`src/rtl/core/dmarp_pkg.sv`:
```
// ----------------------------------------------------------------------------
// dmarp_pkg: shared types and constants of the DMA descriptor ring producer
// Holds request kinds, status codes, register indexes and the queue item.
// ----------------------------------------------------------------------------
package dmarp_pkg;

  localparam int RingAddrBitsDefault = 28;
  localparam int QueueDepth          = 2;

  localparam int CfgIdxW  = 2;
  localparam int CfgDataW = 22;
  localparam int BurstW   = 22;
  localparam int CountW   = 21;
  localparam int BatchW   = 8;
  localparam int TotalW   = 64;
  localparam int AddrW    = 64;
  localparam int FlagsW   = 2;

  localparam int DescBytes = 32;

  localparam logic [BurstW-1:0] BurstLimit = BurstW'(2097152);
  localparam logic [BatchW-1:0] BatchReset = BatchW'(16);

  // Register indexes of the configuration port
  typedef enum logic [CfgIdxW-1:0] {
    CfgRingEnable    = 2'd0,
    CfgMaxBurst      = 2'd1,
    CfgDoorbellBatch = 2'd2
  } dmarp_cfg_idx_e;

  // Classification made by the front part
  typedef enum logic [1:0] {
    KindOff  = 2'd0,
    KindTick = 2'd1,
    KindZero = 2'd2,
    KindCopy = 2'd3
  } dmarp_kind_e;

  typedef enum logic [1:0] {
    StatusWritten = 2'd0,
    StatusDropped = 2'd1,
    StatusStall   = 2'd2,
    StatusIdle    = 2'd3
  } dmarp_status_e;

  // One classified request as it travels through the queue
  typedef struct packed {
    dmarp_kind_e             kind;
    logic [AddrW-1:0]        src;
    logic [AddrW-1:0]        dst;
    logic [BurstW-1:0]       size;
    logic [FlagsW-1:0]       flags;
  } dmarp_req_t;

endpackage

```
`src/rtl/core/dmarp_front.sv`:
```
// ----------------------------------------------------------------------------
// dmarp_front: request classifier
// Sorts each item into off, idle tick, zero size or copy and clamps the size.
// ----------------------------------------------------------------------------
module dmarp_front (
  input  logic                           command_i,
  input  logic [63:0]                    src_addr_i,
  input  logic [63:0]                    dst_addr_i,
  input  logic [63:0]                    size_bytes_i,
  input  logic [1:0]                     req_flags_i,
  input  logic                           ring_enable_i,
  input  logic [dmarp_pkg::BurstW-1:0]   max_burst_i,
  output dmarp_pkg::dmarp_req_t          req_o
);
  import dmarp_pkg::*;

  logic [BurstW-1:0] limit;
  logic              over;

  // Treat a zero limit as one and cap the limit at the burst ceiling
  always_comb begin
    if (max_burst_i == '0) begin
      limit = BurstW'(1);
    end else if (max_burst_i > BurstLimit) begin
      limit = BurstLimit;
    end else begin
      limit = max_burst_i;
    end
  end

  assign over = (size_bytes_i[63:BurstW] != '0) || (size_bytes_i[BurstW-1:0] > limit);

  always_comb begin
    req_o.src   = src_addr_i;
    req_o.dst   = dst_addr_i;
    req_o.flags = req_flags_i;
    req_o.size  = over ? limit : size_bytes_i[BurstW-1:0];
    if (!ring_enable_i) begin
      req_o.kind = KindOff;
    end else if (command_i) begin
      req_o.kind = KindTick;
    end else if (size_bytes_i == '0) begin
      req_o.kind = KindZero;
    end else begin
      req_o.kind = KindCopy;
    end
  end

endmodule

```
`src/rtl/core/dmarp_queue.sv`:
```
// ----------------------------------------------------------------------------
// dmarp_queue: short register queue between front and back
// Keeps classified items in order so that either side can stall on its own.
// ----------------------------------------------------------------------------
module dmarp_queue #(
  parameter int Width = 8,
  parameter int Depth = dmarp_pkg::QueueDepth
) (
  input  logic             clk_i,
  input  logic             rst_ni,
  input  logic             push_i,
  input  logic [Width-1:0] wdata_i,
  output logic             full_o,
  input  logic             pop_i,
  output logic             empty_o,
  output logic [Width-1:0] rdata_o
);
  localparam int IdxW = (Depth > 1) ? $clog2(Depth) : 1;
  localparam int CntW = $clog2(Depth + 1);

  logic [Width-1:0] mem_q [Depth];
  logic [IdxW-1:0]  wr_ptr_q, wr_ptr_d;
  logic [IdxW-1:0]  rd_ptr_q, rd_ptr_d;
  logic [CntW-1:0]  count_q, count_d;

  assign full_o  = (count_q == CntW'(Depth));
  assign empty_o = (count_q == '0);
  assign rdata_o = mem_q[rd_ptr_q];

  always_comb begin
    wr_ptr_d = wr_ptr_q;
    rd_ptr_d = rd_ptr_q;
    count_d  = count_q;
    if (push_i) begin
      wr_ptr_d = (wr_ptr_q == IdxW'(Depth - 1)) ? '0 : wr_ptr_q + IdxW'(1);
    end
    if (pop_i) begin
      rd_ptr_d = (rd_ptr_q == IdxW'(Depth - 1)) ? '0 : rd_ptr_q + IdxW'(1);
    end
    if (push_i && !pop_i) begin
      count_d = count_q + CntW'(1);
    end else if (pop_i && !push_i) begin
      count_d = count_q - CntW'(1);
    end
  end

  always_ff @(posedge clk_i or negedge rst_ni) begin
    if (!rst_ni) begin
      wr_ptr_q <= '0;
      rd_ptr_q <= '0;
      count_q  <= '0;
    end else begin
      wr_ptr_q <= wr_ptr_d;
      rd_ptr_q <= rd_ptr_d;
      count_q  <= count_d;
    end
  end

  always_ff @(posedge clk_i) begin
    if (push_i) begin
      mem_q[wr_ptr_q] <= wdata_i;
    end
  end

endmodule

```
`src/rtl/core/dmarp_back.sv`:
```
// ----------------------------------------------------------------------------
// dmarp_back: descriptor writer
// Owns the ring head, doorbell batching and totals; registers each result.
// ----------------------------------------------------------------------------
module dmarp_back #(
  parameter int RING_ADDR_BITS = dmarp_pkg::RingAddrBitsDefault
) (
  input  logic                           clk_i,
  input  logic                           rst_ni,
  input  logic                           q_valid_i,
  input  dmarp_pkg::dmarp_req_t          q_req_i,
  input  logic [RING_ADDR_BITS-1:0]      q_rptr_i,
  output logic                           q_pop_o,
  input  logic [dmarp_pkg::BatchW-1:0]   batch_i,
  output logic                           out_valid_o,
  input  logic                           out_ready_i,
  output logic [1:0]                     status_o,
  output logic [RING_ADDR_BITS-1:0]      desc_offset_o,
  output logic [1:0]                     desc_flags_o,
  output logic [63:0]                    desc_src_o,
  output logic [63:0]                    desc_dst_o,
  output logic [20:0]                    desc_count_o,
  output logic                           doorbell_valid_o,
  output logic [RING_ADDR_BITS-1:0]      doorbell_ptr_o,
  output logic [63:0]                    total_descriptors_o,
  output logic [63:0]                    total_bytes_o,
  output logic [63:0]                    total_stalls_o
);
  import dmarp_pkg::*;

  localparam logic [RING_ADDR_BITS-1:0] DescStep = RING_ADDR_BITS'(DescBytes);

  logic [RING_ADDR_BITS-1:0] head_q, head_d;
  logic [BatchW-1:0]         pending_q, pending_d;
  logic [TotalW-1:0]         desc_total_q, desc_total_d;
  logic [TotalW-1:0]         byte_total_q, byte_total_d;
  logic [TotalW-1:0]         stall_total_q, stall_total_d;

  logic                      out_valid_q;
  dmarp_status_e             status_q, status_d;
  logic [RING_ADDR_BITS-1:0] offset_q, offset_d;
  logic [FlagsW-1:0]         flags_q, flags_d;
  logic [AddrW-1:0]          src_q, src_d;
  logic [AddrW-1:0]          dst_q, dst_d;
  logic [CountW-1:0]         count_q, count_d;
  logic                      db_valid_q, db_valid_d;
  logic [RING_ADDR_BITS-1:0] db_ptr_q, db_ptr_d;

  logic                      take;
  logic [RING_ADDR_BITS-1:0] space;
  logic                      no_room;
  logic [BatchW-1:0]         pending_inc;
  logic [BurstW-1:0]         size_m1;

  // Advance when the output register is free or being emptied this cycle
  assign take    = q_valid_i && (!out_valid_q || out_ready_i);
  assign q_pop_o = take;

  assign space       = q_rptr_i - head_q - RING_ADDR_BITS'(1);
  assign no_room     = (space < DescStep);
  assign pending_inc = pending_q + BatchW'(1);
  assign size_m1     = q_req_i.size - BurstW'(1);

  always_comb begin
    head_d        = head_q;
    pending_d     = pending_q;
    desc_total_d  = desc_total_q;
    byte_total_d  = byte_total_q;
    stall_total_d = stall_total_q;
    status_d      = StatusIdle;
    offset_d      = '0;
    flags_d       = '0;
    src_d         = '0;
    dst_d         = '0;
    count_d       = '0;
    db_valid_d    = 1'b0;
    db_ptr_d      = '0;
    case (q_req_i.kind)
      KindOff: begin
        status_d = StatusIdle;
      end
      KindTick: begin
        if (pending_q != '0) begin
          db_valid_d = 1'b1;
          db_ptr_d   = head_q;
          pending_d  = '0;
        end
      end
      KindZero: begin
        status_d = StatusDropped;
      end
      KindCopy: begin
        if (no_room) begin
          status_d      = StatusStall;
          stall_total_d = stall_total_q + TotalW'(1);
        end else begin
          status_d     = StatusWritten;
          offset_d     = head_q;
          flags_d      = q_req_i.flags;
          src_d        = q_req_i.src;
          dst_d        = q_req_i.dst;
          count_d      = size_m1[CountW-1:0];
          head_d       = head_q + DescStep;
          desc_total_d = desc_total_q + TotalW'(1);
          byte_total_d = byte_total_q + TotalW'(q_req_i.size);
          pending_d    = pending_inc;
          if (pending_inc >= batch_i) begin
            db_valid_d = 1'b1;
            db_ptr_d   = head_q + DescStep;
            pending_d  = '0;
          end
        end
      end
      default: begin
        status_d = StatusIdle;
      end
    endcase
  end

  always_ff @(posedge clk_i or negedge rst_ni) begin
    if (!rst_ni) begin
      head_q        <= '0;
      pending_q     <= '0;
      desc_total_q  <= '0;
      byte_total_q  <= '0;
      stall_total_q <= '0;
      out_valid_q   <= 1'b0;
    end else begin
      if (take) begin
        head_q        <= head_d;
        pending_q     <= pending_d;
        desc_total_q  <= desc_total_d;
        byte_total_q  <= byte_total_d;
        stall_total_q <= stall_total_d;
        out_valid_q   <= 1'b1;
      end else if (out_ready_i) begin
        out_valid_q   <= 1'b0;
      end
    end
  end

  always_ff @(posedge clk_i) begin
    if (take) begin
      status_q   <= status_d;
      offset_q   <= offset_d;
      flags_q    <= flags_d;
      src_q      <= src_d;
      dst_q      <= dst_d;
      count_q    <= count_d;
      db_valid_q <= db_valid_d;
      db_ptr_q   <= db_ptr_d;
    end
  end

  // Totals change only together with a loaded result, so show them directly
  assign out_valid_o         = out_valid_q;
  assign status_o            = status_q;
  assign desc_offset_o       = offset_q;
  assign desc_flags_o        = flags_q;
  assign desc_src_o          = src_q;
  assign desc_dst_o          = dst_q;
  assign desc_count_o        = count_q;
  assign doorbell_valid_o    = db_valid_q;
  assign doorbell_ptr_o      = db_ptr_q;
  assign total_descriptors_o = desc_total_q;
  assign total_bytes_o       = byte_total_q;
  assign total_stalls_o      = stall_total_q;

  a_head_step: assert property (@(posedge clk_i) disable iff (!rst_ni)
    take && (q_req_i.kind == KindCopy) && !no_room |=> head_q == $past(head_q) + DescStep)
    else $error("head did not advance by one descriptor");

  a_stall_keeps_head: assert property (@(posedge clk_i) disable iff (!rst_ni)
    take && (q_req_i.kind == KindCopy) && no_room
      |=> $stable(head_q) && (stall_total_q == $past(stall_total_q) + TotalW'(1)))
    else $error("stall moved the head or missed the stall count");

  a_doorbell_clears: assert property (@(posedge clk_i) disable iff (!rst_ni)
    take && db_valid_d |=> pending_q == '0)
    else $error("pending count not cleared after doorbell");

  a_state_holds: assert property (@(posedge clk_i) disable iff (!rst_ni)
    !take |=> $stable(head_q) && $stable(desc_total_q) && $stable(pending_q))
    else $error("ring state changed without a queue pop");

endmodule

```
`src/rtl/core/dma_descriptor_ring_producer.sv`:
```
// ----------------------------------------------------------------------------
// dma_descriptor_ring_producer: DMA descriptor ring producer
// Turns copy requests into linear-copy descriptors with doorbell batching.
// ----------------------------------------------------------------------------
// Usage:
//   Input channel (in_valid_i / in_ready_o) carries one item per request or
//   idle tick together with the consumer read pointer. Output channel
//   (out_valid_o / out_ready_i) returns exactly one result item per input
//   item, in order: status, descriptor fields, doorbell and running totals.
//   The configuration port (cfg_we_i, cfg_idx_i, cfg_wdata_i) writes the
//   ring enable, burst limit and doorbell batch; write only while idle.
//   From acceptance to result valid, the front classifier is combinational
//   and writes the two-entry queue on the accepting edge; the back stage
//   then pops the queue entry, updating the ring head and loading the
//   output register.
//   Throughput is one item per cycle while the receiver takes each result,
//   set by the head update and free-space compare in the back stage.
//   When the receiver stalls the output register holds its result, the back
//   stage stops popping and the queue absorbs up to two more items before
//   in_ready_o drops. Reset clears head, pending count, totals, the queue
//   and the output valid, and returns the registers to their defaults.
// ----------------------------------------------------------------------------
module dma_descriptor_ring_producer #(
  parameter int RING_ADDR_BITS = dmarp_pkg::RingAddrBitsDefault
) (
  input  logic                             clk_i,
  input  logic                             rst_ni,
  input  logic                             cfg_we_i,
  input  logic [dmarp_pkg::CfgIdxW-1:0]    cfg_idx_i,
  input  logic [dmarp_pkg::CfgDataW-1:0]   cfg_wdata_i,
  input  logic                             in_valid_i,
  output logic                             in_ready_o,
  input  logic                             command_i,
  input  logic [63:0]                      src_addr_i,
  input  logic [63:0]                      dst_addr_i,
  input  logic [63:0]                      size_bytes_i,
  input  logic [1:0]                       req_flags_i,
  input  logic [RING_ADDR_BITS-1:0]        read_ptr_i,
  output logic                             out_valid_o,
  input  logic                             out_ready_i,
  output logic [1:0]                       status_o,
  output logic [RING_ADDR_BITS-1:0]        desc_offset_o,
  output logic [1:0]                       desc_flags_o,
  output logic [63:0]                      desc_src_o,
  output logic [63:0]                      desc_dst_o,
  output logic [20:0]                      desc_count_o,
  output logic                             doorbell_valid_o,
  output logic [RING_ADDR_BITS-1:0]        doorbell_ptr_o,
  output logic [63:0]                      total_descriptors_o,
  output logic [63:0]                      total_bytes_o,
  output logic [63:0]                      total_stalls_o
);
  import dmarp_pkg::*;

  localparam int EntryW = $bits(dmarp_req_t) + RING_ADDR_BITS;

  // Configuration registers
  logic              ring_enable_q;
  logic [BurstW-1:0] max_burst_q;
  logic [BatchW-1:0] batch_q;

  // Front to queue
  dmarp_req_t                front_req;
  logic                      push;
  logic                      q_full;

  // Queue to back
  logic                      q_empty;
  logic                      q_pop;
  logic [EntryW-1:0]         q_rdata;
  dmarp_req_t                q_req;
  logic [RING_ADDR_BITS-1:0] q_rptr;

  // Decode register writes; unknown indexes are ignored
  always_ff @(posedge clk_i or negedge rst_ni) begin
    if (!rst_ni) begin
      ring_enable_q <= 1'b0;
      max_burst_q   <= BurstLimit;
      batch_q       <= BatchReset;
    end else if (cfg_we_i) begin
      case (cfg_idx_i)
        CfgRingEnable:    ring_enable_q <= cfg_wdata_i[0];
        CfgMaxBurst:      max_burst_q   <= cfg_wdata_i[BurstW-1:0];
        CfgDoorbellBatch: batch_q       <= cfg_wdata_i[BatchW-1:0];
        default:          ;
      endcase
    end
  end

  // Accept whenever the queue has a free entry
  assign in_ready_o = !q_full;
  assign push       = in_valid_i && !q_full;

  dmarp_front u_front (
    .command_i     (command_i),
    .src_addr_i    (src_addr_i),
    .dst_addr_i    (dst_addr_i),
    .size_bytes_i  (size_bytes_i),
    .req_flags_i   (req_flags_i),
    .ring_enable_i (ring_enable_q),
    .max_burst_i   (max_burst_q),
    .req_o         (front_req)
  );

  dmarp_queue #(
    .Width (EntryW),
    .Depth (QueueDepth)
  ) u_queue (
    .clk_i   (clk_i),
    .rst_ni  (rst_ni),
    .push_i  (push),
    .wdata_i ({front_req, read_ptr_i}),
    .full_o  (q_full),
    .pop_i   (q_pop),
    .empty_o (q_empty),
    .rdata_o (q_rdata)
  );

  assign {q_req, q_rptr} = q_rdata;

  dmarp_back #(
    .RING_ADDR_BITS (RING_ADDR_BITS)
  ) u_back (
    .clk_i               (clk_i),
    .rst_ni              (rst_ni),
    .q_valid_i           (!q_empty),
    .q_req_i             (q_req),
    .q_rptr_i            (q_rptr),
    .q_pop_o             (q_pop),
    .batch_i             (batch_q),
    .out_valid_o         (out_valid_o),
    .out_ready_i         (out_ready_i),
    .status_o            (status_o),
    .desc_offset_o       (desc_offset_o),
    .desc_flags_o        (desc_flags_o),
    .desc_src_o          (desc_src_o),
    .desc_dst_o          (desc_dst_o),
    .desc_count_o        (desc_count_o),
    .doorbell_valid_o    (doorbell_valid_o),
    .doorbell_ptr_o      (doorbell_ptr_o),
    .total_descriptors_o (total_descriptors_o),
    .total_bytes_o       (total_bytes_o),
    .total_stalls_o      (total_stalls_o)
  );

endmodule

```
`config.mk`:
```
export PLATFORM = sky130hd
export DESIGN_NAME = dma_descriptor_ring_producer
export DESIGN_NICKNAME = d
export VERILOG_FILES = /design/src/rtl/core/dmarp_pkg.sv /design/src/rtl/core/dmarp_front.sv /design/src/rtl/core/dmarp_queue.sv /design/src/rtl/core/dmarp_back.sv /design/src/rtl/core/dma_descriptor_ring_producer.sv
export SDC_FILE = /design/constraint.sdc
export NUM_CORES = 1
export LEC_CHECK = 0
export BUFFER_PORTS_ARGS = -buffer_cell sky130_fd_sc_hd__buf_2
export CAP_MARGIN = 20
export CORE_AREA = 2 2 255 257
export CTS_CLUSTER_SIZE = 12
export DETAILED_ROUTE_END_ITERATION = 8
export DIE_AREA = 0 0 257 259
export HOLD_SLACK_MARGIN = 0.05
export PLACE_DENSITY = 0.9
export RECOVER_POWER = 25
export REMOVE_ABC_BUFFERS = 1
export SYNTH_ARGS = -nofsm -noshare
export SYNTH_HDL_FRONTEND = slang
export SYNTH_SLANG_ARGS = --single-unit
```
`constraint.sdc`:
```
create_clock -name clk_i -period 17.49 [get_ports clk_i]
set_input_delay 1.749 -clock clk_i [delete_from_list [all_inputs] [get_ports clk_i]]
set_output_delay 1.749 -clock clk_i [all_outputs]
set_load 0.01 [all_outputs]
```
==> impl_metrics.toml <==
[synth]
synth_top_area_share_pct = 47.47
synth_edf_count = 564
synthCells = 2719
ys_seq_area_share_pct = 65.65
syn_area_um2 = 35680
yosysUniqueCellTypes = 77
synthTopCellsByArea = "edfxtp_1 (47%), dfrtp_1 (18%), mux2i_1 (4.0%), xnor2_1 (3.6%), ha_1 (2.8%)"
async_reset_ff_share_pct = 31.47
synth-seq-cells = 823
synth_largest_area_cell = "edfxtp_1"
ys.flop_type = "edfxtp_1"
yosys_warnings = 0
syn_area_per_cell_um2 = 13.12

[finish]
fin_cells = 4310
nets = 3711
drive_gt1_share_pct = 22.82
n_fill_cell = 4368
syn_to_final_growth_pct = 18.95

[floorplanning]
core.rowCount = 93
core-area_um2 = 63880
die_y_um = 259
start_util_pct = 55.85
die_x_um = 257
pin_count = 656
die-area_um2 = 66560

[sta]
tightest_slew_ps = 7552
fin_crit_ps = 8605
fmax_mhz = 116.2
finalHoldViolations = 0
setup_tns_ps = 0
setup_viol = 0
maxSlewHeadroom_pct = -403.5
fin_skew_ps = 32.86
rsz0062_at_grt = "no"
fin_crit_sh_pct = 49.20
finalMaxSlewViolations = 272

[worst_setup_path]
crit_chain = "buf_4 -> buf_4 -> mux2_2 -> ha_1 -> nand4_2 -> a221oi_2 -> a31oi_2 -> a21boi_2 -> a221o_2 -> nor3_1 -> a2111oi_2 -> a31o_4 -> buf_4 -> buf_4 -> nor2_1"
critPathMaxFanout = 65
path_common_cell = "buf_4"
reg2reg_from = "u_queue.rd_ptr_q$_DFFE_PN0P_"
cp.required_ps = 17830
r2r-end = "u_back.desc_dst_o[35]$_SDFFCE_PP0P_"
end_kind = "flop"
critPathSlowestCell = "dfrtp_1"
crit_path_max_incr_delay_ps = 1320
crit_type = "reg2reg"
worst-path-buf-inv = 4
cpLargestDelayFamily = "buffers and inverters"
timing.reg2reg.setup_slack_ps = 8890
worstRegToRegCells = 15
crit_arrival_ps = 8940
startpoint_type = "flop"

[pwr]
vdd_drop_max_uv = 94.88
p_total_w = 0.006812
power_density_nw_per_um2 = 160.5
leakagePower_nw = 18.31

[job]
maxCapViolCount = 3

[detailed_routing]
viasPerCell = 5.857
wl_mm = 99.31
route.vias.total = 25240
detail-route-antenna-nets = 0
post-route-drc-count = 0
drtIter0Drc = 2738
drt-wirelength-per-cell_um = 23.04
dr.pass1.iters = 8

[placed_design]
hpwl_mm = 68.11
port_buffers = 645
routabilityCongestion = 0.8977
dp.cells = 4140

[cts]
clk_path_buf_depth = 3
post_cts_resized = 0
clk_pin_slew_ps = 60
clkSinkCount = 823
cts_tree = "yes"
insertion_delay_ps = 650
post_cts_hold_buffer_count = 0
clockRootBuffer = "clkbuf_16"
post_cts_buffers = 0
htreeDepth = 3
cts_made_buffers = 87

[hold_path]
worstHoldStart = "u_back.total_stalls_o[63]$_DFFE_PN0P_"
min_to = "u_back.total_stalls_o[63]$_DFFE_PN0P_"
hold_class = "reg2reg"
whs_path_depth = 1

[global_route]
grt_pass1_wl_mm = 147.9
grt_pass1_vias = 24610
track_usage_pct = 29.08
grt_overflow = 0
grt_start_max_net_pins = 140
antenna_found_initial = 27

[run_status]
failed_checks = "capacitance limit, slew limit"
status = "finished, violations left"
-- cell families (layout without fill, tap and decap cells) --
| logic type | count (synthesis) | in the layout | share of synthesized area, % |
|---|---|---|---|
| buf+inv | 199 | 911 | 2.231 |
| simple gates | 895 | 895 | 12.24 |
| mux | 217 | 217 | 6.344 |
| xor+xnor | 241 | 241 | 5.917 |
| compound gates | 261 | 261 | 4.717 |
| other cells | 1 | 25 | 0.01051 |
| flops | 823 | 823 | 65.65 |
| fa+ha+maj | 82 | 82 | 2.897 |
-- metal layers --
metal	up-vias	routed length [um]	track usage [%]
met5	-	175	0
met4	26	4880	13.45
met3	289	9934	7.967
met2	1444	46710	46.68
met1	12300	37610	37.06
li1	11180	-	-
-- sequential cells by signal, summed over array words and instances, names as in the netlist --
register and cells:
u_back.total_stalls_o 64, u_back.doorbell_valid_o 1, u_back.desc_offset_o 23, u_back.pending_q 8
u_back.total_descriptors_o 64, u_back.head_q 23, u_back.desc_flags_o 2, u_back.out_valid_o 1
batch_q 8, u_back.desc_count_o 21, u_back.status_o 2, u_back.desc_src_o 64
u_queue.wr_ptr_q 1, u_back.doorbell_ptr_o 23, u_queue.mem_q 364, u_queue.count_q 2
u_back.desc_dst_o 64, u_back.total_bytes_o 64, max_burst_q 22, ring_enable_q 1
u_queue.rd_ptr_q 1
-- stage by stage --
step	hold slack, ps	instance area (um2)	setup WS (ps)	utilization [%]
floorplan	460.8	35260	6288	-
global placement	453.9	39770	9831	62.25
detailed placement	458.8	39770	9656	62.25
CTS	472.2	42520	9573	66.56
global route	486.6	42420	7552	66.40
finish	473.6	42440	8885	66.43
-- layout by cell type, fill, tap and decap left out, drive strengths merged, types with 5 or more instances in the layout --
master / synthesis / routed
a211oi: 7 / 7
a21o: 26 / 26
a21oi: 63 / 63
a31oi: 15 / 15
and2: 15 / 15
and3: 51 / 51
and4: 13 / 13
buf: 29 / 560
clkbuf: 79 / 236
clkinv: 1 / 22
conb: 1 / 10
dfrtp: 257 / 257
diode: 0 / 15
edfxtp: 564 / 564
ha: 81 / 81
inv: 90 / 92
mux2: 73 / 73
mux2i: 144 / 144
nand2: 196 / 196
nand2b: 15 / 15
nand3: 121 / 121
nand4: 62 / 62
nor2: 264 / 264
nor2b: 15 / 15
nor3: 63 / 63
nor4: 48 / 48
o211a: 12 / 12
o21a: 12 / 12
o21ai: 82 / 82
o21bai: 6 / 6
or2: 7 / 7
or3: 9 / 9
or4: 5 / 5
xnor2: 145 / 145
xor2: 96 / 96
-- cells in the mapped netlist, drive strengths merged, types with 7 or more instances --
master  number
a211oi       7
ha          81
nand4       62
buf         29
a31oi       15
inv         90
nand2      196
nand3      121
nand2b      15
and4        13
nor2       264
o211a       12
or2          7
xor2        96
or3          9
nor4        48
mux2        73
a21oi       63
o21a        12
o21ai       82
edfxtp     564
xnor2      145
dfrtp      257
mux2i      144
and2        15
nor3        63
clkbuf      79
nor2b       15
and3        51
a21o        26
-- how the worst max path moves through the flow --
stage / start / to / slack (ps) / depth (start not counted)
floorplan: u_queue.rd_ptr_q$_DFFE_PN0P_ / u_back.doorbell_ptr_o[24]$_DFFE_PP_ / 6290 / 13
global placement: u_queue.rd_ptr_q$_DFFE_PN0P_ / u_back.desc_dst_o[59]$_SDFFCE_PP0P_ / 9830 / 15
detailed placement: u_queue.rd_ptr_q$_DFFE_PN0P_ / u_back.desc_dst_o[31]$_SDFFCE_PP0P_ / 9660 / 15
CTS: u_queue.rd_ptr_q$_DFFE_PN0P_ / u_back.desc_dst_o[35]$_SDFFCE_PP0P_ / 9570 / 15
global route: rst_ni / max_burst_q[9]$_DFFE_PN0P_ / 7550 / 3
finish: u_queue.rd_ptr_q$_DFFE_PN0P_ / u_back.desc_dst_o[35]$_SDFFCE_PP0P_ / 8890 / 15
-- where the power goes --
group / switching [W] / internal (W)
Clock: 0.000775 / 0.000999
Sequential: 0.000216 / 0.00271
Combinational: 0.00138 / 0.000733
Total: 0.00237 / 0.00444
-- area by class of cell --
type | count | area, um2 | share of cell area, %
diodes | 15 | 37.54 | 0.08845
clock buffers | 128 | 2496 | 5.882
clock inverters | 24 | 259.0 | 0.6103
inverters | 91 | 342.8 | 0.8079
multi-input cells | 1706 | 11530 | 27.17
flip-flops and latches | 823 | 23420 | 55.19
well taps | 855 | 1070 | 2.521
repair buffers | 668 | 3281 | 7.731
Note: power is estimated with default switching activity, not from simulation.
